==> config.mk <==
export PLATFORM = sky130hd
export DESIGN_NAME = lru_key_value_cache_core
export DESIGN_NICKNAME = d
export VERILOG_FILES = /design/src/hdl/lkvc_pkg.sv /design/src/hdl/lkvc_cell.sv /design/src/hdl/lru_key_value_cache_core.sv
export SDC_FILE = /design/constraint.sdc
export NUM_CORES = 1
export LEC_CHECK = 0
export BUFFER_PORTS_ARGS = -buffer_cell sky130_fd_sc_hd__buf_2
export CORE_ASPECT_RATIO = 0.75
export CORE_MARGIN = 10
export CORE_UTILIZATION = 50
export CTS_BUF_LIST = sky130_fd_sc_hd__clkbuf_8
export CTS_CLUSTER_SIZE = 24
export DETAILED_ROUTE_END_ITERATION = 12
export PLACE_DENSITY = 0.66
export SLEW_MARGIN = 20
export SYNTH_ARGS = -nofsm -noshare
export SYNTH_HDL_FRONTEND = slang
export SYNTH_HIERARCHICAL = 1
export SYNTH_SLANG_ARGS = --single-unit
==> constraint.sdc <==
create_clock -name clk -period 22.6 [get_ports clk]
set_clock_uncertainty 0.1 [all_clocks]
set_input_delay 2.26 -clock clk [delete_from_list [all_inputs] [get_ports clk]]
set_output_delay 2.26 -clock clk [all_outputs]
set_load 0.02 [all_outputs]
==> src/hdl/lkvc_pkg.sv <==
`timescale 1ns / 1ps
// ---------------------------------------------------------------------------
// lkvc_pkg
// Shared types and constants for the LRU key-value cache core.
// ---------------------------------------------------------------------------
package lkvc_pkg;

  localparam int KEY_W = 32;
  localparam int VAL_W = 32;
  localparam int CAP_W = 5;

  localparam logic OP_GET = 1'b0;
  localparam logic OP_PUT = 1'b1;

  localparam logic [VAL_W-1:0] MISS_VALUE = '1;

  localparam logic [CAP_W-1:0] CAP_RESET = 5'd16;

  typedef enum logic {
    ST_IDLE,
    ST_UPDATE
  } lkvc_state_t;

  typedef struct packed {
    logic capture;
    logic shift;
  } lkvc_cell_ctl_t;

endpackage

==> src/hdl/lkvc_cell.sv <==
`timescale 1ns / 1ps
// ---------------------------------------------------------------------------
// lkvc_cell
// One recency slot: holds a key/value pair, flags a key match, and takes
// its neighbor's entry when the chain shifts.
// ---------------------------------------------------------------------------
module lkvc_cell (
  input  logic                         clk,
  input  logic                         rst_n,
  input  lkvc_pkg::lkvc_cell_ctl_t     ctl,
  input  logic [lkvc_pkg::KEY_W-1:0]   cmp_key,
  input  logic [lkvc_pkg::KEY_W-1:0]   prev_key,
  input  logic [lkvc_pkg::VAL_W-1:0]   prev_val,
  input  logic                         prev_valid,
  input  logic                         seen_in,
  output logic [lkvc_pkg::KEY_W-1:0]   key,
  output logic [lkvc_pkg::VAL_W-1:0]   val,
  output logic                         valid,
  output logic                         match,
  output logic                         seen_out
);
  import lkvc_pkg::*;

  logic [KEY_W-1:0] key_r;
  logic [VAL_W-1:0] val_r;
  logic             valid_r;
  logic             match_r;

  always_ff @(posedge clk) begin
    if (ctl.shift) begin
      key_r <= prev_key;
      val_r <= prev_val;
    end
  end

  always_ff @(posedge clk) begin
    if (!rst_n) begin
      valid_r <= 1'b0;
      match_r <= 1'b0;
    end else begin
      if (ctl.shift) begin
        valid_r <= prev_valid;
      end
      if (ctl.capture) begin
        match_r <= valid_r && (key_r == cmp_key);
      end
    end
  end

  assign key      = key_r;
  assign val      = val_r;
  assign valid    = valid_r;
  assign match    = match_r;
  assign seen_out = seen_in | match_r;

endmodule

==> src/hdl/lru_key_value_cache_core.sv <==
`timescale 1ns / 1ps
// ---------------------------------------------------------------------------
// lru_key_value_cache_core
// Fully associative key-value cache with least-recently-used replacement.
// ---------------------------------------------------------------------------
// Input stream: in_tuser is the operation (0 get, 1 put), in_tdata carries
// key and value. A get yields one output transfer: out_tuser is the hit flag,
// out_tdata the stored value on a hit or all ones on a miss. A put yields
// nothing. Entries sit in a row of cells ordered by recency, cell 0 the most
// recent; a hit or an insert moves the entry to cell 0 while the cells in
// front of it shift one place back, and an insert into a full cache drops
// the last valid cell.
// The transfer cycle compares the key against every cell and registers the
// match flags; the update state then shifts the chain and, for a get, loads
// the output register; no new item is taken before then. If a get result
// waits in the output register, the update holds until taken; puts proceed.
// cfg_wr_data sets the capacity (0 acts as 1, above ENTRIES acts as ENTRIES);
// write it only while idle. Reset empties the cache and sets capacity to 16.
// ---------------------------------------------------------------------------
module lru_key_value_cache_core #(
  parameter int ENTRIES = 16
) (
  input  logic                        clk,
  input  logic                        rst_n,
  input  logic                        in_tvalid,
  output logic                        in_tready,
  input  logic [63:0]                 in_tdata,   // key[31:0], value[63:32]
  input  logic                        in_tuser,   // op
  output logic                        out_tvalid,
  input  logic                        out_tready,
  output logic [31:0]                 out_tdata,  // read_value[31:0]
  output logic                        out_tuser,  // hit
  input  logic                        cfg_wr_en,
  input  logic [lkvc_pkg::CAP_W-1:0]  cfg_wr_data // capacity
);
  import lkvc_pkg::*;

  localparam int CNT_W = $clog2(ENTRIES + 1);
  localparam int LW    = (CNT_W > CAP_W) ? CNT_W : CAP_W;

  lkvc_state_t      state_r, state_nxt;
  logic             op_r;
  logic [KEY_W-1:0] key_r;
  logic [VAL_W-1:0] val_r;
  logic [CAP_W-1:0] cap_r;
  logic [CNT_W-1:0] count_r, count_nxt;
  logic             out_valid_r, out_valid_nxt;
  logic             out_hit_r;
  logic [VAL_W-1:0] out_val_r;

  logic             accept;
  logic             apply;
  logic             out_load;

  logic [KEY_W-1:0] cell_key   [ENTRIES];
  logic [VAL_W-1:0] cell_val   [ENTRIES];
  logic [ENTRIES-1:0] cell_valid;
  logic [ENTRIES-1:0] cell_match;
  logic [ENTRIES:0]   seen;

  logic             hit_any;
  logic [VAL_W-1:0] hit_val;
  logic [VAL_W-1:0] head_val;
  logic [LW-1:0]    lim;
  logic             full;
  logic [CNT_W-1:0] top;

  assign accept = in_tvalid && in_tready;

  always_comb begin
    state_nxt = state_r;
    case (state_r)
      ST_IDLE:   if (accept) state_nxt = ST_UPDATE;
      ST_UPDATE: if (apply)  state_nxt = ST_IDLE;
      default:   state_nxt = ST_IDLE;
    endcase
  end

  always_comb begin
    in_tready = 1'b0;
    apply     = 1'b0;
    out_load  = 1'b0;
    case (state_r)
      ST_IDLE: begin
        in_tready = 1'b1;
      end
      ST_UPDATE: begin
        apply    = (op_r == OP_PUT) || !out_valid_r || out_tready;
        out_load = apply && (op_r == OP_GET);
      end
      default: begin
        in_tready = 1'b0;
      end
    endcase
  end

  always_ff @(posedge clk) begin
    if (!rst_n) begin
      state_r <= ST_IDLE;
    end else begin
      state_r <= state_nxt;
    end
  end

  always_ff @(posedge clk) begin
    if (accept) begin
      op_r  <= in_tuser;
      key_r <= in_tdata[31:0];
      val_r <= in_tdata[63:32];
    end
  end

  always_ff @(posedge clk) begin
    if (!rst_n) begin
      cap_r <= CAP_RESET;
    end else if (cfg_wr_en) begin
      cap_r <= cfg_wr_data;
    end
  end

  always_comb begin
    hit_val = '0;
    for (int i = 0; i < ENTRIES; i++) begin
      hit_val = hit_val | (cell_val[i] & {VAL_W{cell_match[i]}});
    end
  end

  assign hit_any  = seen[ENTRIES];
  assign head_val = (op_r == OP_PUT) ? val_r : hit_val;

  always_comb begin
    if (cap_r == '0) begin
      lim = LW'(1);
    end else if (LW'(cap_r) > LW'(ENTRIES)) begin
      lim = LW'(ENTRIES);
    end else begin
      lim = LW'(cap_r);
    end
  end

  assign full = LW'(count_r) >= lim;
  assign top  = full ? (count_r - CNT_W'(1)) : count_r;

  always_comb begin
    count_nxt = count_r;
    if (apply && !hit_any && (op_r == OP_PUT) && !full) begin
      count_nxt = count_r + CNT_W'(1);
    end
  end

  always_ff @(posedge clk) begin
    if (!rst_n) begin
      count_r <= '0;
    end else begin
      count_r <= count_nxt;
    end
  end

  assign seen[0] = 1'b0;

  for (genvar i = 0; i < ENTRIES; i++) begin : g_cell
    lkvc_cell_ctl_t   ctl;
    logic [KEY_W-1:0] prev_key;
    logic [VAL_W-1:0] prev_val;
    logic             prev_valid;

    if (i == 0) begin : g_head
      assign prev_key   = key_r;
      assign prev_val   = head_val;
      assign prev_valid = 1'b1;
    end else begin : g_link
      assign prev_key   = cell_key[i-1];
      assign prev_val   = cell_val[i-1];
      assign prev_valid = cell_valid[i-1];
    end

    assign ctl.capture = accept;
    assign ctl.shift   = apply && (hit_any ? !seen[i]
                                           : ((op_r == OP_PUT) && (CNT_W'(i) <= top)));

    lkvc_cell u_cell (
      .clk        (clk),
      .rst_n      (rst_n),
      .ctl        (ctl),
      .cmp_key    (in_tdata[31:0]),
      .prev_key   (prev_key),
      .prev_val   (prev_val),
      .prev_valid (prev_valid),
      .seen_in    (seen[i]),
      .key        (cell_key[i]),
      .val        (cell_val[i]),
      .valid      (cell_valid[i]),
      .match      (cell_match[i]),
      .seen_out   (seen[i+1])
    );
  end

  assign out_valid_nxt = out_load || (out_valid_r && !out_tready);

  always_ff @(posedge clk) begin
    if (!rst_n) begin
      out_valid_r <= 1'b0;
    end else begin
      out_valid_r <= out_valid_nxt;
    end
  end

  always_ff @(posedge clk) begin
    if (out_load) begin
      out_hit_r <= hit_any;
      out_val_r <= hit_any ? hit_val : MISS_VALUE;
    end
  end

  assign out_tvalid = out_valid_r;
  assign out_tuser  = out_hit_r;
  assign out_tdata  = out_val_r;

  logic [ENTRIES-1:0] valid_expect;

  always_comb begin
    for (int i = 0; i < ENTRIES; i++) begin
      valid_expect[i] = CNT_W'(i) < count_r;
    end
  end

  a_count_bound: assert property (@(posedge clk) disable iff (!rst_n)
    count_r <= CNT_W'(ENTRIES))
    else $error("entry count above depth");

  a_single_match: assert property (@(posedge clk) disable iff (!rst_n)
    $onehot0(cell_match))
    else $error("key matched in more than one cell");

  a_valid_prefix: assert property (@(posedge clk) disable iff (!rst_n)
    cell_valid == valid_expect)
    else $error("valid cells do not form a prefix of the entry count");

  a_count_monotonic: assert property (@(posedge clk) disable iff (!rst_n)
    apply |=> count_r >= $past(count_r))
    else $error("entry count dropped");

  a_get_result: assert property (@(posedge clk) disable iff (!rst_n)
    (apply && (op_r == OP_GET)) |=> out_valid_r)
    else $error("get finished without a result");

endmodule

---- Word-level counts from Yosys, hierarchy flattened ----
Cells that the tools add are included.
operators by class
  add/subtract/negate cells ............... 2
  order comparisons ....................... 18
  equal/unequal tests ..................... 16
  muxes and demuxes ....................... 26
  bitwise logic cells ..................... 48
  reductions and logical operators ........ 77
operators by type and width
  operator                                                                          count
  32-bit bitwise AND                                                                16
  32-bit == test                                                                    16
  32-bit bitwise OR                                                                 15
  1-bit logical AND                                                                 54
  4-bit by 5-bit less-or-equal comparator with 1-bit output (first input constant)  8
  32-bit two-way mux                                                                1
  1-bit two-way mux                                                                 21
  3-bit by 5-bit less-or-equal comparator with 1-bit output (first input constant)  4
  1-bit logical NOT                                                                 19
  5-bit two-way mux                                                                 3
  1-bit bitwise OR                                                                  15
  1-bit by 5-bit less-or-equal comparator with 1-bit output (first input constant)  2
  2-bit by 5-bit less-or-equal comparator with 1-bit output (first input constant)  2
  5-bit by 1-bit adder with 5-bit output (second input constant)                    1
  5-bit greater-or-equal comparator                                                 1
  5-bit greater-than comparator (second input constant)                             1
  5-bit logical NOT                                                                 1
  5-bit by 1-bit subtractor with 5-bit output (second input constant)               1
  1-bit logical OR                                                                  3
  1-bit inverter                                                                    2
  1-bit case mux with 2 select lines                                                1
storage, ports and cells
  register bits after elaboration ......... 1,166
  output and inout bits ................... 35
  logic and storage cells ................. 260

---- Depth between registers and ports, before layout ----
  word-level depth ........................ 19
  mapped depth ............................ 23

---- By module ----
Netlist, hierarchy kept.
modules (own cells, without submodules)
  module                    instances  cells each  area an instance (µm²)  seq. area each (µm²)
  lkvc_cell                 16         115         2,348.5                 1,961.9
  lru_key_value_cache_core  1          755         7,538.5                 3,183.1

---- Worst setup path before layout ----
OpenSTA, ideal clock, no wires.
  path kind ............................... register to register
  start ................................... reg g_cell[0].u_cell.match_r
  end ..................................... reg g_cell[12].u_cell.valid_r
  arrival ................................. 10.518 ns
  required time ........................... 22.369 ns
  path slack .............................. 11.851 ns
  stages on the path, launching flop included .. 22
  buffers on the path ..................... 2
  clock period less this slack ............ 10.749 ns
  path through ............................ dfxtp_1 -> or2_2 -> or2_2 -> or2_2 -> or2_2 -> or2_2 -> or2_2 -> or2_2 -> or2_2 -> or2_2 -> or2_2 -> or2_2 -> or2_2 -> or2_2 -> or2_2 -> or2_2 -> or2_2 -> clkbuf_1 -> clkbuf_1 -> a21boi_0 -> mux2i_1 -> nor2b_1
RTL lines
  what                    RTL line         text
  start, declared         lkvc_cell.sv:27  logic match_r;
  start signal, assigned  lkvc_cell.sv:45  match_r <= valid_r && (key_r == cmp_key);
  end signal, assigned    lkvc_cell.sv:42  valid_r <= prev_valid;
  end, declared           lkvc_cell.sv:26  logic valid_r;

==> results_dict.tcl <==
set metrics [dict create \
    path_cells "or2_2 > or2_2 > or2_2 > or2_2 > or2_2 > or2_2 > or2_2 > or2_2 > or2_2 > or2_2 > or2_2 > or2_2 > or2_2 > or2_2 > or2_2 > or2_2 > buf_4 > and3b_1 > and2_1 > o211ai_1 > buf_4 > buf_4 > mux2i_1 > nor2b_1" \
    max_stage_delay_ns 0.61 \
    dp_hpwl_um 67700 \
    relSlewSlack_pct 17.1 \
    drv_cap 0 \
    yosysMostFrequentCell "edfxtp_1" \
    final_cells 4198 \
    r2r-start "g_cell[0].u_cell/match$_SDFFE_PN0P_" \
    utilization_pct 56.5 \
    ant_nets 0 \
    worstPathArrival_ns 8.62 \
    grt_max_degree 68 \
    start_util_pct 50.4 \
    synthArstFlopShare_pct 0 \
    place_inst 3893 \
    grt_overflow 0 \
    power.switching_uw 954 \
    powerDensity_nw_per_um2 84.1 \
    ff2ff_path_depth 24 \
    drive_gt1_share_pct 14.0 \
    status "finished, final reports clean" \
    synth_top_area_share_pct 74.7 \
    period_share_pct 35.4 \
    pre_cts_slack_ns 14.62 \
    synth.avg_cell_area_um2 17.4 \
    critPathSlowestCell "and2_1" \
    synth_cells 2595 \
    hold_viol_final 0 \
    nets 2936 \
    critical_path.max_fanout 55 \
    drcViolationCount 0 \
    rsz0062_at_grt "false" \
    gp_congestion 0.848 \
    finalPower_mw 4.25 \
    ys_top_cells_by_count "edfxtp_1, xnor2_1, nand4_1" \
    post_cts_resize_count 0 \
    portBuffers 109 \
    cts.htree.levels 4 \
    cts_sinks 1166 \
    p_seq_share_pct 58.1 \
    p_sw_share_pct 22.4 \
    cp-endpoint "g_cell[4].u_cell/valid$_SDFFE_PN0P_" \
    cp_num_cells 24 \
    worst_ir_drop_vdd_uv 53.0 \
    viasPerCell 5.94 \
    cp_top_family "simple AND/OR/NAND/NOR gates" \
    dr.pass1.iters 6 \
    p_leak_nw 16.3 \
    synth_edf_count 1122 \
    vias 24919 \
    placementRows 95 \
    critical_path_class "reg2reg" \
    cp.buffers_inverters 3 \
    ys.flop_type "edfxtp_1" \
    synthesis.nets 2677 \
    cts_tree "yes" \
    yosysTopAreaCell "edfxtp_1" \
    die_x_um 367 \
    grt_pass1_wl_um 167000 \
    drt-total-wl_um 112000 \
    area_delta_synth_final_pct 12.1 \
    critPathLaunch "g_cell[0].u_cell/match$_SDFFE_PN0P_" \
    slew_violations 0 \
    first_global_vias 25646 \
    drtIter0Drc 2736 \
    setup_ws_ns 14.59 \
    ys_seq_area_share_pct 76.6 \
    critical_path.reg2reg.endpoint "g_cell[4].u_cell/valid$_SDFFE_PN0P_" \
    tns_ns 0 \
    rrSetupSlack_ns 14.59 \
    worst_pin_slew_ns 1.23 \
    whs_ns 0.315 \
    yosys_register_bits 1166 \
    cts_hold_buf 0 \
    syn-cell-area_um2 45100 \
    crit_path_end_kind "flop" \
    post_drt_wl_per_cell_um 26.7 \
    die-area_um2 103000 \
    cts_buffers 169 \
    yosysWarnings 6 \
    cp.required_ns 23.21 \
    combPwrFrac_pct 4.6 \
    hold_path_class "reg2reg" \
    fmax_ghz 0.125 \
    gr-usage-all-layers_pct 21.6 \
    cts_buffer_depth 3 \
    ios 110 \
    period_needed_ns 8.01 \
    cts.clk_slew.worst_paths_ns 0.07 \
    cts_setup_buffers 0 \
    start_kind "flop" \
    placed_cell_area_um2 47400 \
    clock_latency_ns 0.83 \
    path_common_cell "or2_2" \
    synth_area_leaders "edfxtp_1, xnor2_1, a22oi_1" \
    core_area_um2 89500 \
    clock-root-buffer "clkbuf_8" \
    internal_power_mw 3.30 \
    die_h_um 280 \
    grt_antenna_before_repair 1 \
    power_frac_clock_pct 37.3 \
    synth_cell_types 59 \
    finalSetupViolations 0 \
    final_cell_area_um2 50600 \
]
==> layer usage <==
metal	up-vias	global-route usage (%)	wire length, um
met1	12569	31.8	48600
met2	1480	30.7	47800
met3	202	6.44	13200
met4	2	6.12	2360
met5	-	1.15	159
li1	10666	-	-
==> power by group through the flow <==
| stage | registers [mW] | clock network, mW | logic, mW |
|---|---|---|---|
| 2_1_floorplan | 2.51 | 0 | 0.110 |
| 3_3_place_gp | 2.51 | 0 | 0.188 |
| 3_5_place_dp | 2.51 | 0 | 0.194 |
| 4_1_cts | 2.47 | 1.61 | 0.195 |
| 5_1_grt | 2.47 | 1.72 | 0.210 |
| 6_report | 2.47 | 1.59 | 0.196 |
==> final cells by class <==
type / count / area, um^2
well taps: 1212 / 1520
inverters: 37 / 140
repair buffers: 153 / 908
fillers: 6860 / 38900
clock inverters: 119 / 619
multi-input cells: 1327 / 10300
clock buffers: 183 / 2520
diodes: 1 / 2.50
flip-flops and latches: 1166 / 34600
==> worst min-delay path by stage <==
stage / startpoint / to / slack [ns] / cells after the start
after floorplan: g_cell[0].prev_key[0]$_DFFE_PP_ / g_cell[0].u_cell/key[0]$_DFFE_PP_ / 0.30 / 0
after global placement: g_cell[0].prev_key[3]$_DFFE_PP_ / g_cell[0].u_cell/key[3]$_DFFE_PP_ / 0.30 / 0
after detailed placement: g_cell[0].prev_key[12]$_DFFE_PP_ / g_cell[0].u_cell/key[12]$_DFFE_PP_ / 0.30 / 0
after CTS: g_cell[0].prev_key[17]$_DFFE_PP_ / g_cell[0].u_cell/key[17]$_DFFE_PP_ / 0.32 / 0
after global routing: g_cell[0].prev_key[22]$_DFFE_PP_ / g_cell[0].u_cell/key[22]$_DFFE_PP_ / 0.32 / 0
final: g_cell[0].prev_key[17]$_DFFE_PP_ / g_cell[0].u_cell/key[17]$_DFFE_PP_ / 0.32 / 0
==> cell usage in the layout (no fill, tap or decap), types with 8 or more instances in the layout <==
master,synthesis,final
xnor2_1,468,468
edfxtp_1,1122,1122
xor2_1,49,49
buf_4,1,42
nor4_1,32,28
inv_1,37,110
a221oi_1,64,64
dfxtp_2,0,11
dfxtp_1,44,33
nand2_1,64,64
nand3_1,85,85
nor3_1,20,20
nor2b_1,23,21
nor2_1,40,40
nand4_1,129,129
clkinv_2,0,8
nand3b_1,17,17
buf_2,0,109
clkbuf_8,0,183
a22o_1,64,64
clkinv_1,0,26
mux2i_1,53,53
or2_2,16,16
a22oi_1,128,128
==> worst register-to-register path: stages, from the launching register on <==
cell and delay, ns:
dfxtp_1 0.31, or2_2 0.33, or2_2 0.32, or2_2 0.29
or2_2 0.30, or2_2 0.31, or2_2 0.32, or2_2 0.33
or2_2 0.33, or2_2 0.30, or2_2 0.28, or2_2 0.28
or2_2 0.32, or2_2 0.30, or2_2 0.29, or2_2 0.29
or2_2 0.30, buf_4 0.38, and3b_1 0.42, and2_1 0.61
o211ai_1 0.17, buf_4 0.26, buf_4 0.42, mux2i_1 0.28
nor2b_1 0.06
==> sequential cells by signal (all words and copies together) (netlist names), 16 cells and up <==
name	cells
g_cell.u_cell/valid	16
out_tdata	32
g_cell.u_cell/val	512
g_cell.u_cell/key	512
g_cell.u_cell/match	16
val_r	32
g_cell.prev_key	32
==> cell families (layout without fill, tap and decap cells) <==
| logic type | count (synthesis) | in the layout | share of synthesized area (%) |
|---|---|---|---|
| buffers and inverters | 102 | 492 | 0.924 |
| AO/OA/AOI/OAI | 295 | 295 | 5.48 |
| AND/OR/NAND/NOR | 453 | 453 | 5.54 |
| adder cells (fa/ha/maj) | 7 | 7 | 0.194 |
| other | 2 | 3 | 0.0166 |
| XOR/XNOR | 517 | 517 | 10.0 |
| multiplexers | 53 | 53 | 1.18 |
| flip-flops | 1166 | 1166 | 76.6 |
Power figures use the tool's default switching activity.
